File: src/rtl/core/mmf3_pkg.sv
// ----------------------------------------------------------------------------
// mmf3_pkg
// Shared constants, codes and types of the 3x3 max / min / midpoint filter.
// ----------------------------------------------------------------------------
package mmf3_pkg;

  localparam int unsigned PIX_W        = 8;
  localparam int unsigned LINE_MAX_DEF = 2048;

  localparam int unsigned MODE_W     = 2;
  localparam int unsigned WIDTH_W    = 12;
  localparam int unsigned HEIGHT_W   = 13;
  localparam int unsigned ROW_W      = HEIGHT_W + 1;
  localparam int unsigned CFG_IDX_W  = 2;
  localparam int unsigned CFG_DATA_W = 13;

  localparam int unsigned QUEUE_DEPTH = 4;

  localparam logic [MODE_W-1:0] MODE_MAX = 2'd0;
  localparam logic [MODE_W-1:0] MODE_MIN = 2'd1;
  localparam logic [MODE_W-1:0] MODE_MID = 2'd2;

  localparam logic [WIDTH_W-1:0]  WIDTH_RST  = 12'd640;
  localparam logic [HEIGHT_W-1:0] HEIGHT_RST = 13'd480;

  typedef enum logic [CFG_IDX_W-1:0] {
    CFG_FILTER_MODE  = 2'd0,
    CFG_IMAGE_WIDTH  = 2'd1,
    CFG_IMAGE_HEIGHT = 2'd2
  } cfg_idx_e;

  // row_ok[0] / col_ok[0] refer to the upper row / left column
  typedef struct packed {
    logic [2:0] row_ok;
    logic [2:0] col_ok;
    logic       emit;
    logic       last;
  } win_ctl_t;

  // col[0] upper line, col[1] middle line, col[2] incoming pixel
  typedef struct packed {
    logic [2:0][PIX_W-1:0] col;
    win_ctl_t              ctl;
  } col_entry_t;

endpackage

File: src/rtl/core/mmf3_fifo.sv
// ----------------------------------------------------------------------------
// mmf3_fifo
// Short queue of column entries between front and back.
// ----------------------------------------------------------------------------
module mmf3_fifo (
  input  logic                  clk_i,
  input  logic                  rst_ni,
  input  logic                  push_i,
  input  mmf3_pkg::col_entry_t  entry_i,
  input  logic                  pop_i,
  output logic                  valid_o,
  output mmf3_pkg::col_entry_t  entry_o,
  output logic                  room_o
);

  localparam int unsigned DEPTH = mmf3_pkg::QUEUE_DEPTH;
  localparam int unsigned PTRW  = $clog2(DEPTH);
  localparam int unsigned CNTW  = $clog2(DEPTH + 1);

  mmf3_pkg::col_entry_t slot_q [DEPTH];
  logic [PTRW-1:0] wr_ptr_q, rd_ptr_q;
  logic [CNTW-1:0] cnt_q;

  assign valid_o = (cnt_q != '0);
  assign entry_o = slot_q[rd_ptr_q];
  // two free slots: one for the entry in flight, one for a new accept
  assign room_o  = (cnt_q <= CNTW'(DEPTH - 2));

  always_ff @(posedge clk_i or negedge rst_ni) begin
    if (!rst_ni) begin
      wr_ptr_q <= '0;
      rd_ptr_q <= '0;
      cnt_q    <= '0;
    end else begin
      if (push_i) begin
        wr_ptr_q <= wr_ptr_q + PTRW'(1);
      end
      if (pop_i) begin
        rd_ptr_q <= rd_ptr_q + PTRW'(1);
      end
      if (push_i && !pop_i) begin
        cnt_q <= cnt_q + CNTW'(1);
      end else if (!push_i && pop_i) begin
        cnt_q <= cnt_q - CNTW'(1);
      end
    end
  end

  always_ff @(posedge clk_i) begin
    if (push_i) begin
      slot_q[wr_ptr_q] <= entry_i;
    end
  end

`ifndef ASSERT_OFF
  a_no_overflow : assert property (@(posedge clk_i) disable iff (!rst_ni)
    push_i |-> (cnt_q < CNTW'(DEPTH)))
    else $error("push into full queue");

  a_no_underflow : assert property (@(posedge clk_i) disable iff (!rst_ni)
    pop_i |-> (cnt_q != '0))
    else $error("pop from empty queue");
`endif

endmodule

File: config.mk
export PLATFORM = sky130hd
export DESIGN_NAME = mmf3_fifo
export DESIGN_NICKNAME = d
export VERILOG_FILES = /design/src/rtl/core/mmf3_pkg.sv /design/src/rtl/core/mmf3_fifo.sv
export SDC_FILE = /design/constraint.sdc
export NUM_CORES = 1
export LEC_CHECK = 0
export BUFFER_PORTS_ARGS = -buffer_cell sky130_fd_sc_hd__buf_4
export CORE_MARGIN = 3
export CORE_UTILIZATION = 35
export DETAILED_ROUTE_END_ITERATION = 6
export SLEW_MARGIN = 40
export SYNTH_ARGS = -nofsm -noshare
export SYNTH_HDL_FRONTEND = slang
export SYNTH_SLANG_ARGS = --single-unit
File: constraint.sdc
create_clock -name clk_i -period 4.7 [get_ports clk_i]
set_clock_uncertainty 0.1 [all_clocks]
set_input_delay 0.235 -clock clk_i [delete_from_list [all_inputs] [get_ports clk_i]]
set_output_delay 0.235 -clock clk_i [all_outputs]
set_load 0.005 [all_outputs]
==> metrics.log, run 1 <==
[metrics] result of the run: completed
[metrics] worst setup slack for register-to-register paths: 3060 ps
[metrics] Syn Inst Count: 202
[metrics] post-synthesis compound-gate area fraction: less than 1%
[metrics] post-layout minimum cycle time: 2450 ps
[metrics] global-route congestion overflow total: 0
[metrics] Site Rows: 43
[metrics] worst-skew pair later-pin latency: 420 ps
[metrics] vias in the first global route: 2695
[metrics] max capacitance violation total: 0
[metrics] clock slew seen by the registers of the worst setup and hold paths: 50 ps
[metrics] worst setup timing slack at the placement stage: 2620 ps
[metrics] DR iter-0 viols: 190
[metrics] Worst Path Arrival: 2110 ps
[metrics] synthesized area divided by synthesized cell count: 25.0 um2
[metrics] combined area of all synthesized cells: 5060 um2
[metrics] largest incremental delay on the critical path: roughly 650 ps
[metrics] required time of the critical path: 4370 ps
[metrics] share of synthesized cell area in and, or, nand and nor gates: 0.841%
[metrics] die span in y: 126 um
[metrics] endpoints failing hold: 0
[metrics] Max Clock Freq: 408 MHz
[metrics] startpoint of the worst-slack reg-to-reg timing path: wr_ptr_q[0]
[metrics] most prevalent standard cell on the critical path: sky130_fd_sc_hd__buf_4
[metrics] CP Class: reg2out
[metrics] Slew Limit Fails: 0
[metrics] CTS Buffer Depth: 2
[metrics] average vias per placed instance: between 4 and 5
[metrics] fraction of final layout cells with drive strength greater than 1: 39.9%
[metrics] number of cells traversed by the worst register-to-register path: 3
[metrics] drt drc: 0
[metrics] actual slew at the worst max-slew pin: 682 ps
[metrics] leakage dissipation: ~0.0023 uW
[metrics] core occupancy in the finished layout: 47.2%
[metrics] GRT Total Usage: about 12%
[metrics] wire length of the first global-routing pass: 14.3 mm
[metrics] Routed WL per cell: 18.1 um
[metrics] largest family of logic cells by synthesized area: multiplexers
[metrics] launching element type of the critical path: flip-flop
[metrics] number of buffers inserted by post-CTS setup repair: 0
[metrics] worst rel slew slack: 54.5%
[metrics] number of diodes added for antenna fixing: 0
[metrics] final-report setup violation count: 0
[metrics] part of the Yosys area used for sequential elements: 79.4%
[metrics] number of buffers inserted during clock tree synthesis: 17
[metrics] min setup slack post-route: ~2300 ps
[metrics] crit path cell chain: buf_4, mux4_1, buf_4
[metrics] Die Footprint: 15900 um2
[metrics] RSZ-0062 raised after global routing: no
[metrics] Synth Register Bits: 135
[metrics] starting density of the core: a little over a third
[metrics] initial antenna violation count: 0
[metrics] residual antenna-violating net count after detailed routing: 0
[metrics] clock tree from TritonCTS: built
[metrics] Nets: 360
[metrics] total via count after detailed routing: about 2400
[metrics] mux cell area share after synthesis: 14.8%
[metrics] number of port buffers: 69
[metrics] IO Count: 70
[metrics] ratio of final minimum period to clock period: 52.1%
[metrics] master of the slowest instance on the critical path: sky130_fd_sc_hd__mux4_1
[metrics] kind of end point of the critical path: primary output
[metrics] power per cell area: 591 nW/um2
[metrics] post-detailed-routing wire length: 9.26 mm
[metrics] weighted congestion at the end of routability-driven global placement: 0.679
[metrics] Sinks on Clock Net: 135
[metrics] core area: 14000 um2
[metrics] post-detailed-placement half-perimeter wirelength: 4.98 mm
[metrics] iteration count of the initial detailed-routing pass: 6
[metrics] synth warn: 0
[metrics] deepest level of the CTS H-tree: 4
[metrics] root buffer cell: sky130_fd_sc_hd__clkbuf_16
[metrics] TNS Setup: 0 ps
[metrics] r2r endpoint: slot_q[2][15]
[metrics] post-synth cell types: 20
[metrics] worst IR drop on VDD: 0.313 mV
[metrics] Layout area overhead: 30.6%
[metrics] overall power of the completed layout: ~4000 uW
[metrics] adder and majority cell fraction of the synthesized area: between 1.5 and 2%
[metrics] highest fanout seen on the critical path: 34
[metrics] post-synthesis xor/xnor area fraction: 1.04%
[metrics] maximum number of pins on one net before global-route repair: 35
[metrics] die width: 126 um
[metrics] net count after synthesis: approximately 240
[metrics] worst min-delay path class: in2async
cells in the final DEF, fill, tap and decap left out, types with 3 or more instances in the layout:
| master | count |
|---|---|
| sky130_fd_sc_hd__clkbuf_1 | 3 |
| sky130_fd_sc_hd__clkbuf_16 | 17 |
| sky130_fd_sc_hd__mux4_2 | 28 |
| sky130_fd_sc_hd__clkinv_2 | 8 |
| sky130_fd_sc_hd__edfxtp_1 | 128 |
| sky130_fd_sc_hd__buf_4 | 70 |
| sky130_fd_sc_hd__dlygate4sd3_1 | 35 |
| sky130_fd_sc_hd__and2_4 | 4 |
| sky130_fd_sc_hd__ha_1 | 5 |
| sky130_fd_sc_hd__dfrtp_1 | 5 |
| sky130_fd_sc_hd__inv_1 | 4 |
| sky130_fd_sc_hd__mux4_1 | 4 |
| sky130_fd_sc_hd__xor2_1 | 4 |
critical path, delay by kind of cell (launching register included):
family	cells	cell delay, ps
buffers and inverters	2	710
muxes	1	650
DFF	1	330
worst max-delay path by stage:
stage / end / cells past startpoint / from
after floorplan: slot_q[2][0] / 3 / wr_ptr_q[0]
after global placement: entry_o[2] / 3 / rd_ptr_q[0]
after detailed placement: entry_o[0] / 3 / rd_ptr_q[0]
after CTS: entry_o[0] / 3 / rd_ptr_q[0]
after global routing: entry_o[1] / 3 / rd_ptr_q[0]
final: entry_o[1] / 3 / rd_ptr_q[0]
registers in the layout, summed over array words and instances, names as in the netlist:
signal	count
rd_ptr_q	2
cnt_q	3
wr_ptr_q	2
slot_q	128
logic make-up after synthesis:
| kind of cell | count (synthesis) |
|---|---|
| adder cells (fa/ha/maj) | 6 |
| AO/OA/AOI/OAI | 2 |
| flip-flops | 135 |
| AND/OR/NAND/NOR | 8 |
| multiplexers | 33 |
| XOR/XNOR | 6 |
| buffers and inverters | 12 |
power by group:
group	total (uW)	leakage, uW	switching (uW)	internal, uW
logic	1030	0.000821	442	589
clock network	1160	0.000266	448	713
registers	1710	0.00126	130	1580
total	3910	0.00234	1020	2890
per-stage QoR:
stage | hold WS, ps | cell area [um2] | instances
2_1_floorplan | -161 | 5060 | 202
3_3_place_gp | -45.4 | 5730 | 444
3_5_place_dp | -45.0 | 5730 | 444
4_1_cts | 41.0 | 6610 | 511
5_1_grt | 65.4 | 6610 | 511
6_report | 73.0 | 6610 | 511
per-layer routing:
metal	vias to the layer above	part of all wire, %	GRT usage (%)	wire length (um)
li1	1083	-	-	-
met1	1242	43	14.4	3950
met2	60	51	20.2	4710
met3	16	4.8	5.22	445
met4	0	1.7	5.30	157
met5	-	0	0	0
layout make-up:
class	instances	area, um2
Sequential cell	135	4020
Timing Repair Buffer	105	876
Clock buffer	20	437
Fill cell	1194	7380
Inverter	4	15.0
Tap cell	180	225
Multi-Input combinational cell	55	945
Clock inverter	12	86.3
synth_stat cells (all sizes together):
cell type	instances	area [um2]
edfxtp	128	3840
mux4	32	736
buf	7	86.3
dfrtp	7	175
ha	5	62.6
and2	4	25.0
inv	4	15.0
xor2	4	35.0
nand2	2	7.51
xnor2	2	17.5
a21oi	1	5.00
clkbuf	1	3.75
fa	1	20.0
mux2	1	11.3
nor2	1	3.75
o21ai	1	5.00
or3	1	6.26
timing repair:
| item | 4_1_cts | 5_1_grt |
|---|---|---|
| gates resized for setup | 0 | 0 |
| hold buffers | 35 | 0 |
| hold endpoints to repair | 139 | 0 |
(Power assumes the default switching activity.)
==> run 2: changes to the inputs <==
- clock period: 4.7 -> 2.1 ns (I/O delays scaled with it)
==> run 2 against run 1 <==
Compared with the run above: flip-flop and latch count did not move; via count rose by 1.3%; sequential power rose by 120%; core utilization rose by 1.5 points; critical path depth did not move; register-to-register slack got worse by 2600 ps; first-iteration DRC count fell by 48%; global-route usage rose by 0.33 points; worst hold slack improved by 260 ps; total power rose by 140%; worst setup slack got worse by 2100 ps; sequential share of layout area fell by 1.9 points.
==> metrics.log, run 2 (synthesis gave the netlist of run 1 again) <==
[metrics] final-report setup violation count: 0 (unchanged)
[metrics] Worst Path Arrival: 1760 ps (-350 ps)
[metrics] post-detailed-placement half-perimeter wirelength: 5.84 mm (+17%)
[metrics] max capacitance violation total: 0 (unchanged)
[metrics] most used cells in the layout excluding fill and tap cells: 128 x sky130_fd_sc_hd__edfxtp_1, 77 x sky130_fd_sc_hd__buf_4, 36 x sky130_fd_sc_hd__dlygate4sd3_1, 28 x sky130_fd_sc_hd__mux4_2, 17 x sky130_fd_sc_hd__clkbuf_16
[metrics] number of cells traversed by the worst register-to-register path: 4 (+1)
[metrics] drt drc: 0 (unchanged)
[metrics] ratio of final minimum period to clock period: about 94%
[metrics] Max Clock Freq: 508 MHz
[metrics] launching element type of the critical path: flip-flop
[metrics] post-layout minimum cycle time: 1970 ps
[metrics] die width: 126 um (unchanged)
[metrics] TNS Setup: 0 ps (unchanged)
[metrics] Nets: 372 (+3.3%)
[metrics] vias in the first global route: 2710 (+0.56%)
[metrics] endpoints failing hold: 0 (unchanged)
[metrics] crit-path leading delay family: multiplexers
[metrics] power per cell area: 1360 nW/um2 (+130%)
[metrics] weighted congestion at the end of routability-driven global placement: 0.681 (+0.32%)
[metrics] Routed WL per cell: 18.0 um (-0.84%)
[metrics] Inst Count DP: 455 (+2.5%)
[metrics] iteration count of the initial detailed-routing pass: 4 (-2)
[metrics] residual antenna-violating net count after detailed routing: 0 (unchanged)
[metrics] r2r endpoint: slot_q[2][17]
[metrics] CP bufs+invs: 2 (unchanged)
[metrics] total via count after detailed routing: 2432 (+1.3%)
[metrics] post-detailed-routing wire length: 9.40 mm (+1.5%)
[metrics] crit path cell chain: buf_6, mux4_1, buf_4
[metrics] deepest level of the CTS H-tree: 4 (unchanged)
[metrics] initial antenna violation count: 0 (unchanged)
[metrics] worst setup slack for register-to-register paths: 480 ps (-2580 ps)
[metrics] starting density of the core: 36.2% (unchanged)
[metrics] maximum number of pins on one net before global-route repair: 22 (-37%)
[metrics] Largest register FFs: 128 (unchanged)
[metrics] required time of the critical path: 1890 ps (-2480 ps)
[metrics] instance count along the most critical hold path: 2
[metrics] Largest regs: slot_q (128), cnt_q (3)
[metrics] DR iter-0 viols: 98 (-48%)
[metrics] worst-skew pair later-pin latency: 410 ps (about the same)
[metrics] worst rel slew slack: 76.2% (+22 points)
[metrics] leakage dissipation: 0.00244 uW (+4.2%)
[metrics] overall power of the completed layout: 9310 uW (+140%)
[metrics] average vias per placed instance: 4.65 (-1.0%)
[metrics] source of the worst hold timing path: entry_i[30]
[metrics] Sinks on Clock Net: 135 (unchanged)
[metrics] post-layout instance count excluding filler cells: 523 (+2.3%)
[metrics] master of the slowest instance on the critical path: sky130_fd_sc_hd__mux4_1
[metrics] GRT Total Usage: 12.7% (+0.33 points)
[metrics] clock slew seen by the registers of the worst setup and hold paths: 60 ps (about the same)
[metrics] Die Footprint: 15900 um2 (unchanged)
[metrics] worst setup timing slack at the placement stage: 460 ps (-2160 ps)
[metrics] CTS Buffer Depth: 2 (unchanged)
[metrics] highest fanout seen on the critical path: 13 (-62%)
[metrics] min setup slack post-route: 132 ps (-2120 ps)
[metrics] global-route congestion overflow total: 0 (unchanged)
[metrics] Worst Hold Path EP: slot_q[2][30]
[metrics] Layout area overhead: 34.8%
[metrics] worst IR drop on VDD: 0.688 mV (+120%)
[metrics] largest incremental delay on the critical path: 590 ps (-60 ps)
[metrics] Slew Limit Fails: 0 (unchanged)
[metrics] number of diodes added for antenna fixing: 0 (unchanged)
[metrics] wire length of the first global-routing pass: 14.8 mm (+3.0%)
[metrics] result of the run: completed
[metrics] CP Class: reg2out
[metrics] number of buffers inserted during clock tree synthesis: 17 (unchanged)
[metrics] startpoint of the worst-slack reg-to-reg timing path: wr_ptr_q[0]
[metrics] most common library cell in the layout ignoring fill and taps: sky130_fd_sc_hd__edfxtp_1
[metrics] Largest Register: slot_q
[metrics] number of port buffers: 69 (unchanged)
[metrics] kind of end point of the critical path: primary output
[metrics] IO Count: 70 (unchanged)
[metrics] root buffer cell: sky130_fd_sc_hd__clkbuf_16
[metrics] RSZ-0062 raised after global routing: no
[metrics] Site Rows: 43 (unchanged)
[metrics] clock tree from TritonCTS: built
[metrics] worst min-delay path class: in2reg
[metrics] core area: 14000 um2 (unchanged)
[metrics] actual slew at the worst max-slew pin: 357 ps (-325 ps)
[metrics] fraction of final layout cells with drive strength greater than 1: 42.3% (+2.4 points)
[metrics] die span in y: 126 um (unchanged)
run 2: cell count changes in the layout (fill, tap and decap cells not counted), moves of 3 or more:
cell                        before  now
sky130_fd_sc_hd__and2_2          0    4
sky130_fd_sc_hd__and2_4          4    0
sky130_fd_sc_hd__buf_12          0    3
sky130_fd_sc_hd__buf_4          70   77
sky130_fd_sc_hd__bufinv_16       1    4
sky130_fd_sc_hd__clkbuf_1        3    0
sky130_fd_sc_hd__clkinv_2        8    4
run 2: worst max-delay path by stage:
stage,endpoint,slack (ps),cells past startpoint,from
final,entry_o[0],130,3,rd_ptr_q[0]
after CTS,entry_o[0],10,3,rd_ptr_q[0]
after detailed placement,slot_q[2][22],460,4,wr_ptr_q[0]
after global placement,entry_o[1],480,3,rd_ptr_q[0]
after global routing,entry_o[1],50,3,rd_ptr_q[0]
after floorplan,slot_q[2][0],200,3,wr_ptr_q[0]
run 2: final cells by class:
type	count	area [um2]
timing repair buffer	117	1010
fill	1183	7170
tap	180	225
sequential	135	4020
inverter	4	15.0
clock buffer	17	425
multi-input combinational	55	940
clock inverter	15	184
run 2: per-layer routing:
metal,global-route usage (%),vias up,routed length [um]
met5,0,-,0
li1,-,1103,-
met4,5.11,0,146
met3,4.50,14,404
met2,21.3,63,4830
met1,15.1,1252,4010
run 2: timing repair:
action / in CTS / in global routing
setup buffers: 0 / 0
hold buffers: 36 / 0
endpoints found under the setup margin: 0 / 3
gates resized for setup: 0 / 1
endpoints found under the hold margin: 139 / 0
run 2: per-stage QoR:
| step | utilization [%] | instance area (um2) | hold slack [ps] |
|---|---|---|---|
| 2_1_floorplan | - | 5060 | -291 |
| 3_3_place_gp | 41.8 | 5850 | -177 |
| 3_5_place_dp | 41.8 | 5850 | -172 |
| 4_1_cts | 48.7 | 6820 | 306 |
| 5_1_grt | 48.8 | 6820 | 316 |
| 6_report | 48.8 | 6820 | 334 |
run 2: where the power goes:
part	switching (uW)	internal, uW
Sequential	156	3540
Combinational	1150	1450
Clock	1050	1970
Total	2360	6950
