[src/rtl/core/mmf3_pkg.sv]
// ----------------------------------------------------------------------------
// mmf3_pkg
// Shared constants, codes and types of the 3x3 max / min / midpoint filter.
// ----------------------------------------------------------------------------
package mmf3_pkg;

  localparam int unsigned PIX_W        = 8;
  localparam int unsigned LINE_MAX_DEF = 2048;

  localparam int unsigned MODE_W     = 2;
  localparam int unsigned WIDTH_W    = 12;
  localparam int unsigned HEIGHT_W   = 13;
  localparam int unsigned ROW_W      = HEIGHT_W + 1;
  localparam int unsigned CFG_IDX_W  = 2;
  localparam int unsigned CFG_DATA_W = 13;

  localparam int unsigned QUEUE_DEPTH = 4;

  localparam logic [MODE_W-1:0] MODE_MAX = 2'd0;
  localparam logic [MODE_W-1:0] MODE_MIN = 2'd1;
  localparam logic [MODE_W-1:0] MODE_MID = 2'd2;

  localparam logic [WIDTH_W-1:0]  WIDTH_RST  = 12'd640;
  localparam logic [HEIGHT_W-1:0] HEIGHT_RST = 13'd480;

  typedef enum logic [CFG_IDX_W-1:0] {
    CFG_FILTER_MODE  = 2'd0,
    CFG_IMAGE_WIDTH  = 2'd1,
    CFG_IMAGE_HEIGHT = 2'd2
  } cfg_idx_e;

  // row_ok[0] / col_ok[0] refer to the upper row / left column
  typedef struct packed {
    logic [2:0] row_ok;
    logic [2:0] col_ok;
    logic       emit;
    logic       last;
  } win_ctl_t;

  // col[0] upper line, col[1] middle line, col[2] incoming pixel
  typedef struct packed {
    logic [2:0][PIX_W-1:0] col;
    win_ctl_t              ctl;
  } col_entry_t;

endpackage

[src/rtl/core/mmf3_stream_if.sv]


interface mmf3_out_if;
  logic                        valid;
  logic                        ready;
  logic [mmf3_pkg::PIX_W-1:0]  pixel_out;
  logic                        frame_last;

  modport source (output valid, output pixel_out, output frame_last, input ready);
  modport sink   (input valid, input pixel_out, input frame_last, output ready);
endinterface

[src/rtl/core/mmf3_back.sv]
// ----------------------------------------------------------------------------
// mmf3_back
// Holds the window, reduces nine masked pixels to max / min / midpoint and
// drives the output register.
// ----------------------------------------------------------------------------
module mmf3_back (
  input  logic                          clk_i,
  input  logic                          rst_ni,
  input  logic [mmf3_pkg::MODE_W-1:0]   mode_i,
  input  logic                          q_valid_i,
  input  mmf3_pkg::col_entry_t          entry_i,
  output logic                          pop_o,
  mmf3_out_if.source                    out_o
);

  localparam int unsigned PW = mmf3_pkg::PIX_W;

  // win_q[row][0] older column, win_q[row][1] newer column
  logic [2:0][1:0][PW-1:0] win_q;
  logic                    out_valid_q;
  logic [PW-1:0]           out_pix_q;
  logic                    out_last_q;

  logic [PW-1:0] cand [3][3];
  logic [PW-1:0] mx, mn, res;
  logic [PW:0]   sum;

  assign pop_o = q_valid_i && (!entry_i.ctl.emit || !out_valid_q || out_o.ready);

  always_comb begin
    for (int i = 0; i < 3; i++) begin
      cand[i][0] = (entry_i.ctl.row_ok[i] && entry_i.ctl.col_ok[0]) ? win_q[i][0] : '0;
      cand[i][1] = (entry_i.ctl.row_ok[i] && entry_i.ctl.col_ok[1]) ? win_q[i][1] : '0;
      cand[i][2] = (entry_i.ctl.row_ok[i] && entry_i.ctl.col_ok[2]) ? entry_i.col[i] : '0;
    end
    mx = '0;
    mn = '1;
    for (int i = 0; i < 3; i++) begin
      for (int j = 0; j < 3; j++) begin
        if (cand[i][j] > mx) mx = cand[i][j];
        if (cand[i][j] < mn) mn = cand[i][j];
      end
    end
    sum = {1'b0, mx} + {1'b0, mn};
    case (mode_i)
      mmf3_pkg::MODE_MAX: res = mx;
      mmf3_pkg::MODE_MIN: res = mn;
      default:            res = sum[PW:1];
    endcase
  end

  always_ff @(posedge clk_i or negedge rst_ni) begin
    if (!rst_ni) begin
      win_q       <= '0;
      out_valid_q <= 1'b0;
    end else begin
      if (pop_o) begin
        for (int i = 0; i < 3; i++) begin
          win_q[i][0] <= win_q[i][1];
          win_q[i][1] <= entry_i.col[i];
        end
      end
      if (pop_o && entry_i.ctl.emit) begin
        out_valid_q <= 1'b1;
      end else if (out_o.ready) begin
        out_valid_q <= 1'b0;
      end
    end
  end

  always_ff @(posedge clk_i) begin
    if (pop_o && entry_i.ctl.emit) begin
      out_pix_q  <= res;
      out_last_q <= entry_i.ctl.last;
    end
  end

  assign out_o.valid      = out_valid_q;
  assign out_o.pixel_out  = out_pix_q;
  assign out_o.frame_last = out_last_q;

endmodule

[src/flat_wrapper.sv]
// flat-port wrapper written by rule: the top's interface ports become plain ports
module mmf3_back_flat 
  (clk_i, rst_ni, mode_i, q_valid_i, entry_i, pop_o, out_o_valid, out_o_pixel_out, out_o_frame_last, out_o_ready);
  mmf3_out_if out_o_i ();
  input  logic clk_i;
  input  logic rst_ni;
  input  logic [mmf3_pkg::MODE_W-1:0] mode_i;
  input  logic q_valid_i;
  input  mmf3_pkg::col_entry_t entry_i;
  output logic pop_o;
  output wire logic [$bits(out_o_i.valid)-1:0] out_o_valid;
  output wire logic [$bits(out_o_i.pixel_out)-1:0] out_o_pixel_out;
  output wire logic [$bits(out_o_i.frame_last)-1:0] out_o_frame_last;
  input wire logic [$bits(out_o_i.ready)-1:0] out_o_ready;
  assign out_o_valid = out_o_i.valid;
  assign out_o_pixel_out = out_o_i.pixel_out;
  assign out_o_frame_last = out_o_i.frame_last;
  assign out_o_i.ready = out_o_ready;
  mmf3_back u_core (.clk_i(clk_i), .rst_ni(rst_ni), .mode_i(mode_i), .q_valid_i(q_valid_i), .entry_i(entry_i), .pop_o(pop_o), .out_o(out_o_i));
endmodule
[config.mk]
export PLATFORM = sky130hd
export DESIGN_NAME = mmf3_back_flat
export DESIGN_NICKNAME = d
export VERILOG_FILES = /design/src/rtl/core/mmf3_pkg.sv /design/src/rtl/core/mmf3_stream_if.sv /design/src/rtl/core/mmf3_back.sv /design/src/flat_wrapper.sv
export SDC_FILE = /design/constraint.sdc
export NUM_CORES = 1
export LEC_CHECK = 0
export ABC_AREA = 1
export BUFFER_PORTS_ARGS = -buffer_cell sky130_fd_sc_hd__buf_2
export CORE_MARGIN = 2
export CORE_UTILIZATION = 55
export CTS_BUF_LIST = sky130_fd_sc_hd__clkbuf_8 sky130_fd_sc_hd__clkbuf_16
export CTS_CLUSTER_DIAMETER = 60
export DETAILED_ROUTE_END_ITERATION = 6
export GPL_ROUTABILITY_DRIVEN = 0
export HOLD_SLACK_MARGIN = 0.03
export PLACE_DENSITY = 0.74
export SETUP_SLACK_MARGIN = 0.02
export SYNTH_ARGS = -nofsm -noshare
export SYNTH_HDL_FRONTEND = slang
export SYNTH_SLANG_ARGS = --single-unit
[constraint.sdc]
create_clock -name clk_i -period 21.1 [get_ports clk_i]
set_input_delay 1.055 -clock clk_i [delete_from_list [all_inputs] [get_ports clk_i]]
set_output_delay 1.055 -clock clk_i [all_outputs]
set_load 0.1 [all_outputs]
==> impl_metrics.py, run 1 <==
metrics = {
    "synthesis": {
        "synth_adder_area_share": 0.2092,
        "netlist_area_um2": 7214,
        "synthMuxAreaShare": 0,
        "synth_simple_gate_area_frac": 0.3182,
        "synth_cells": 1139,
        "synth-compound-area-share": 0.1746,
        "synth_cell_type_count": 33,
        "synth_fp_nets": 1297,
        "synth_top_family_by_area": "simple AND/OR/NAND/NOR gates",
        "syn_avg_cell_area_um2": 6.334,
        "seq_area_frac_synth": 0.2074,
        "ys_seq_elements": 58,
        "yosysWarnings": 0,
        "synth-xor-area-share": 0.001214,
    },
    "clocking": {
        "clockBufferDepth": 2,
        "cts.clk_slew.worst_paths_ns": 0.06,
        "cts_hold_buf": 0,
        "numCtsBuffers": 9,
        "cts_tree": "yes",
        "clk_latency_ns": 0.34,
        "cts_sinks": 58,
        "post_cts_buffers": 0,
        "cts_resized": 0,
        "htreeDepth": 3,
        "cts-root-buf": "clkbuf_16",
    },
    "final_layout": {
        "final_cell_mix": "364 x nand2_1, 143 x o21ai_0, 136 x inv_1, 119 x ha_1, 99 x nor2_1",
        "antenna_cells": 0,
        "seq_area_um2": 1496,
        "final_nets": 1331,
        "drive_above_1_share": 0.09593,
        "layout-area-overhead-vs-synth_pct": 9.313,
        "stdcell_count": 1350,
        "multiInputGateArea_um2": 5087,
        "layout_commonest_cell": "nand2_1",
        "fill_cells": 1265,
        "finalInstanceArea_um2": 7886,
    },
    "placement": {
        "dp_hpwl_mm": 15.05,
        "dpl-instance-area_um2": 7584,
        "dp_cells": 1334,
        "io_buffers": 48,
    },
    "drt": {
        "viasPerCell": 5.342,
        "drtIter0Drc": 631,
        "dr.pass1.iters": 5,
        "drc": 0,
        "antenna_left": 0,
        "drt-total-wl_mm": 18.89,
        "wl_per_cell_um": 13.99,
        "num_vias": 7212,
    },
    "job": {
        "maxCapViolCount": 0,
    },
    "critical_path": {
        "setup.worst_path.start_class": "input pin",
        "crit_arrival_ns": 13.62,
        "cp_num_buf_inv": 3,
        "cpMaxStageDelayCell": "fa_1",
        "path_delay_family": "compound AO/OA/AOI/OAI gates",
        "required_ns": 21.19,
        "cp-end-kind": "flop",
        "critPathMaxStageDelay_ns": 0.40,
        "setup.worst_path.class": "in -> reg",
        "cp_common_cell": "o21ai_0",
        "critPathMaxFanout": 15,
    },
    "timing": {
        "worst-slew-pin-transition_ns": 0.8019,
        "clock_skew_ns": 0.006741,
        "finalHoldViolations": 0,
        "setup_viol": 0,
        "fin_crit_sh": 0.6416,
        "max_freq_mhz": 73.87,
        "drv_slew": 0,
        "max_slew_margin": 0.4654,
        "tns_ns": 0,
        "rsz0062_at_grt": "no",
        "post-route-min-period_ns": 13.54,
    },
    "floorplanning": {
        "dieHeight_um": 118.5,
        "initial_core_util": 0.5671,
        "pin_count": 49,
        "fp.coreArea_um2": 12720,
        "dieArea_um2": 14050,
        "rows": 41,
        "dieWidth_um": 118.5,
    },
    "global_route": {
        "grt_use_total": 0.2780,
        "antenna_found_initial": 0,
        "grt_pass1_vias": 6846,
        "grt_pass1_wl_mm": 32.36,
        "grt_overflow": 0,
        "grt_max_degree": 98,
    },
    "status": {
        "outcome": "finished, final reports clean",
    },
    "hold_path": {
        "min_path_type": "reg -> reg",
    },
}
tightest hold or removal path: stages (launching register included):
cell,delay [ns]
dfrtp_1,0.34
nand2_1,0.05
o21ai_0,0.05
cell usage after synthesis:
master    number  area share
nand2_1      364        0.19
o21ai_0      143       0.099
inv_1        136       0.071
ha_1         119        0.21
nor2_1        99       0.052
dfrtp_1       49        0.17
a21oi_1       48       0.033
nand3_1       44       0.031
nand2_2       27       0.023
clkbuf_1      20       0.010
o21ai_1       16       0.011
a211oi_1      12       0.012
edfxtp_1       9       0.037
nand4_1        9      0.0078
nor2_2         6      0.0052
buf_2          5      0.0035
nand3b_1       5      0.0052
inv_2          4      0.0021
o211ai_2       3      0.0052
o21ai_2        3      0.0036
o21bai_1       3      0.0031
a22o_1         2      0.0024
nand3_2        2      0.0028
o211ai_1       2      0.0021
a21o_1         1      0.0010
and2_1         1     0.00087
buf_1          1     0.00052
buf_6          1      0.0016
clkinv_1       1     0.00052
fa_1           1      0.0028
nand2_4        1      0.0016
o31ai_1        1      0.0010
xor2_1         1      0.0012
cell families (layout without fill, tap and decap cells):
kind of cell,after synthesis,count (layout)
xor gates and xnor gates,1,1
adders and majority gates,120,120
and+or+nand+nor,558,558
AOI/OAI and AO/OA,234,234
DFF,58,58
buffers and inverters,168,207
flip-flops by register name, summed over array words and instances (netlist names):
signal and cells:
u_core.win_q 48, u_core.out_o.frame_last 1, u_core.out_o.pixel_out 8, u_core.out_o.valid 1
per-stage QoR:
step,utilization,worst slack [ns],hold slack (ns)
detailed placement,0.5961,7.512,0.4736
floorplan,-,8.499,0.4530
global placement,0.5961,7.653,0.4655
finish,0.6199,7.562,0.4841
global route,0.6199,6.207,0.5019
CTS,0.6199,7.821,0.4874
metal layers:
| metal | global-route usage | wire length (µm) |
|---|---|---|
| met4 | 0.05208 | 135 |
| met5 | 0 | 0 |
| met3 | 0.04633 | 968 |
| met2 | 0.4314 | 8195 |
| met1 | 0.4079 | 9594 |
cell type report:
class,instances,share of cell area
Clock buffer,9,0.02856
Clock inverter,7,0.009837
Inverter,141,0.06711
Multi-Input combinational cell,913,0.6451
Sequential cell,58,0.1898
Tap cell,172,0.02729
Timing Repair Buffer,50,0.03237
path summary, 6_finish.rpt:
kind | slack (ns) | to | startpoint | depth (start not counted)
max | 7.56 | u_core.out_o.pixel_out[5]$_DFFE_PP_ | entry_i[2] | 61
min | 0.48 | u_core.win_q[16]$_DFFE_PN0P_ | u_core.win_q[16]$_DFFE_PN0P_ | 2
max reg2reg | 8.32 | u_core.out_o.pixel_out[5]$_DFFE_PP_ | u_core.win_q[13]$_DFFE_PN0P_ | 60
min reg2reg | 0.48 | u_core.win_q[16]$_DFFE_PN0P_ | u_core.win_q[16]$_DFFE_PN0P_ | 2
max in group asynchronous | 19.86 | u_core.win_q[18]$_DFFE_PN0P_ | rst_ni | 2
min in group asynchronous | 0.82 | u_core.win_q[7]$_DFFE_PN0P_ | rst_ni | 2
Power of run 1 is not shown: default switching activity piles up to over one toggle a cycle in this logic, so the estimate is an artifact.
==> run 2: changes to the inputs <==
==> constraint.sdc (replaced) <==
create_clock -name clk_i -period 13.3 [get_ports clk_i]
set_input_delay 0.665 -clock clk_i [delete_from_list [all_inputs] [get_ports clk_i]]
set_output_delay 0.665 -clock clk_i [all_outputs]
set_load 0.1 [all_outputs]
==> run 2 against run 1 <==
  * Via count grew 1.5%
  * Clock skew is essentially flat
  * Core utilization grew 1.1 points
  * Worst hold slack worse by 0.051 ns
  * Count of clock-buffer cells in the layout stayed put
  * Critical path type unchanged
  * Critical endpoint unchanged
  * Largest cell class unchanged
==> impl_metrics.py, run 2 (synthesized netlist as in run 1, its figures left out) <==
metrics = {
    "status": {
        "outcome": "finished, final reports clean",
    },
    "clocking": {
        "clk_latency_ns": 0.34,
        "cts_sinks": 58,
        "cts-root-buf": "clkbuf_16",
        "cts_tree": "yes",
        "cts.clk_slew.worst_paths_ns": 0.06,
        "clockBufferDepth": 2,
        "cts_hold_buf": 0,
        "htreeDepth": 3,
        "numCtsBuffers": 9,
    },
    "final_layout": {
        "largest_reg_flops": 48,
        "regMostFlops": "u_core.win_q",
        "antenna_cells": 0,
        "final_nets": 1337,
        "layout_commonest_cell": "nand2_1",
        "fill_cells": 1267,
        "drive_above_1_share": 0.1073,
        "layout-area-overhead-vs-synth_pct": 11.19,
        "final_cell_mix": "364 x nand2_1, 134 x inv_1, 119 x ha_1, 111 x o21ai_0, 98 x nor2_1",
    },
    "timing": {
        "tns_ns": 0,
        "drv_slew": 0,
        "setup_viol": 0,
        "worst-slew-pin-transition_ns": 0.7975,
        "fin_crit_sh": 0.9180,
        "rsz0062_at_grt": "no",
        "max_freq_mhz": 81.91,
        "finalHoldViolations": 0,
        "clock_skew_ns": 0.006314,
        "post-route-min-period_ns": 12.21,
        "max_slew_margin": 0.4683,
    },
    "hold_path": {
        "min_path_type": "in -> async",
    },
    "floorplanning": {
        "dieWidth_um": 118.5,
        "rows": 41,
        "dieArea_um2": 14050,
        "dieHeight_um": 118.5,
        "pin_count": 49,
        "initial_core_util": 0.5671,
        "fp.coreArea_um2": 12720,
    },
    "critical_path": {
        "critPathMaxFanout": 15,
        "crit_arrival_ns": 12.29,
        "required_ns": 13.38,
        "cpMaxStageDelayCell": "fa_1",
        "setup.worst_path.class": "in -> reg",
        "cp_common_cell": "nand2_1",
        "cp-end-kind": "flop",
        "critPathMaxStageDelay_ns": 0.39,
        "setup.worst_path.start_class": "input pin",
    },
    "drt": {
        "antenna_left": 0,
        "viasPerCell": 5.399,
        "drt-total-wl_mm": 19.27,
        "drtIter0Drc": 535,
        "drc": 0,
        "num_vias": 7321,
        "wl_per_cell_um": 14.21,
        "dr.pass1.iters": 5,
    },
    "placement": {
        "dp_hpwl_mm": 15.15,
        "io_buffers": 48,
    },
    "job": {
        "maxCapViolCount": 0,
    },
    "global_route": {
        "antenna_found_initial": 0,
        "grt_pass1_wl_mm": 32.84,
        "grt_max_degree": 98,
        "grt_overflow": 0,
        "grt_use_total": 0.2828,
        "grt_pass1_vias": 6941,
    },
}
-- run 2: changes by cell type in the layout (fill, tap and decap cells not counted), sizes merged --
| cell | before | now |
|---|---|---|
| buf | 50 | 55 |
| clkinv | 1 | 3 |
| bufinv | 1 | 3 |
| nand2 | 392 | 393 |
| inv | 142 | 140 |
| clkinvlp | 4 | 2 |
-- run 2: final timing paths --
path                                              start                             endpoint  slack (ns)  depth (start not counted)
max                                          entry_i[5]  u_core.out_o.pixel_out[5]$_DFFE_PP_        1.09                         63
min                                              rst_ni         u_core.win_q[10]$_DFFE_PN0P_        0.43                          2
max reg2reg                u_core.win_q[13]$_DFFE_PN0P_  u_core.out_o.pixel_out[5]$_DFFE_PP_        1.37                         60
min reg2reg                 u_core.win_q[9]$_DFFE_PN0P_          u_core.win_q[9]$_DFFE_PN0P_        0.48                          2
max in group asynchronous                        rst_ni         u_core.win_q[18]$_DFFE_PN0P_       12.44                          2
min in group clk_i          u_core.win_q[9]$_DFFE_PN0P_          u_core.win_q[9]$_DFFE_PN0P_        0.48                          2
-- run 2: metal layers --
layer | up-vias | global-route usage | part of all wire
li1 | 3811 | - | -
met1 | 3286 | 0.4036 | 0.49
met2 | 206 | 0.4504 | 0.44
met3 | 18 | 0.04826 | 0.059
met4 | 0 | 0.05580 | 0.0068
met5 | - | 0 | 0
-- run 2: timing repair --
| item | 4_1_cts | 5_1_grt |
|---|---|---|
| endpoints found under the setup margin | 0 | 8 |
| resized for setup | 0 | 43 |
| setup buffers | 0 | 5 |
-- run 2: cell type report --
cell class / count / area (µm²) / area share
multi-input cells: 914 / 5130 / 0.6395
clock buffers: 9 / 225.2 / 0.02808
clock inverters: 7 / 125.1 / 0.01560
well taps: 172 / 215.2 / 0.02683
repair buffers: 55 / 292.8 / 0.03650
flip-flops and latches: 58 / 1496 / 0.1866
inverters: 141 / 536.8 / 0.06692
-- run 2: per-stage QoR --
step           hold slack, ns  utilization  instances  setup slack, ns  area [µm²]
5_1_grt                0.4908       0.6305       1356          0.06493        8021
4_1_cts                0.4627       0.6236       1350           0.3465        7934
2_1_floorplan          0.3694            -       1139            1.089        7214
3_5_place_dp           0.4732       0.5961       1334          0.04041        7584
6_report               0.4330       0.6305       1356            1.091        8021
3_3_place_gp           0.4655       0.5961       1334           0.2470        7584
-- run 2: worst max-delay path: cells and delay by family --
family,cells,cell delay [ns]
buffers and inverters,4,0.62
and+or+nand+nor,28,3.25
adders and majority gates,9,2.68
AOI/OAI and AO/OA,22,5.02
Power of run 2 is left out for the same reason.
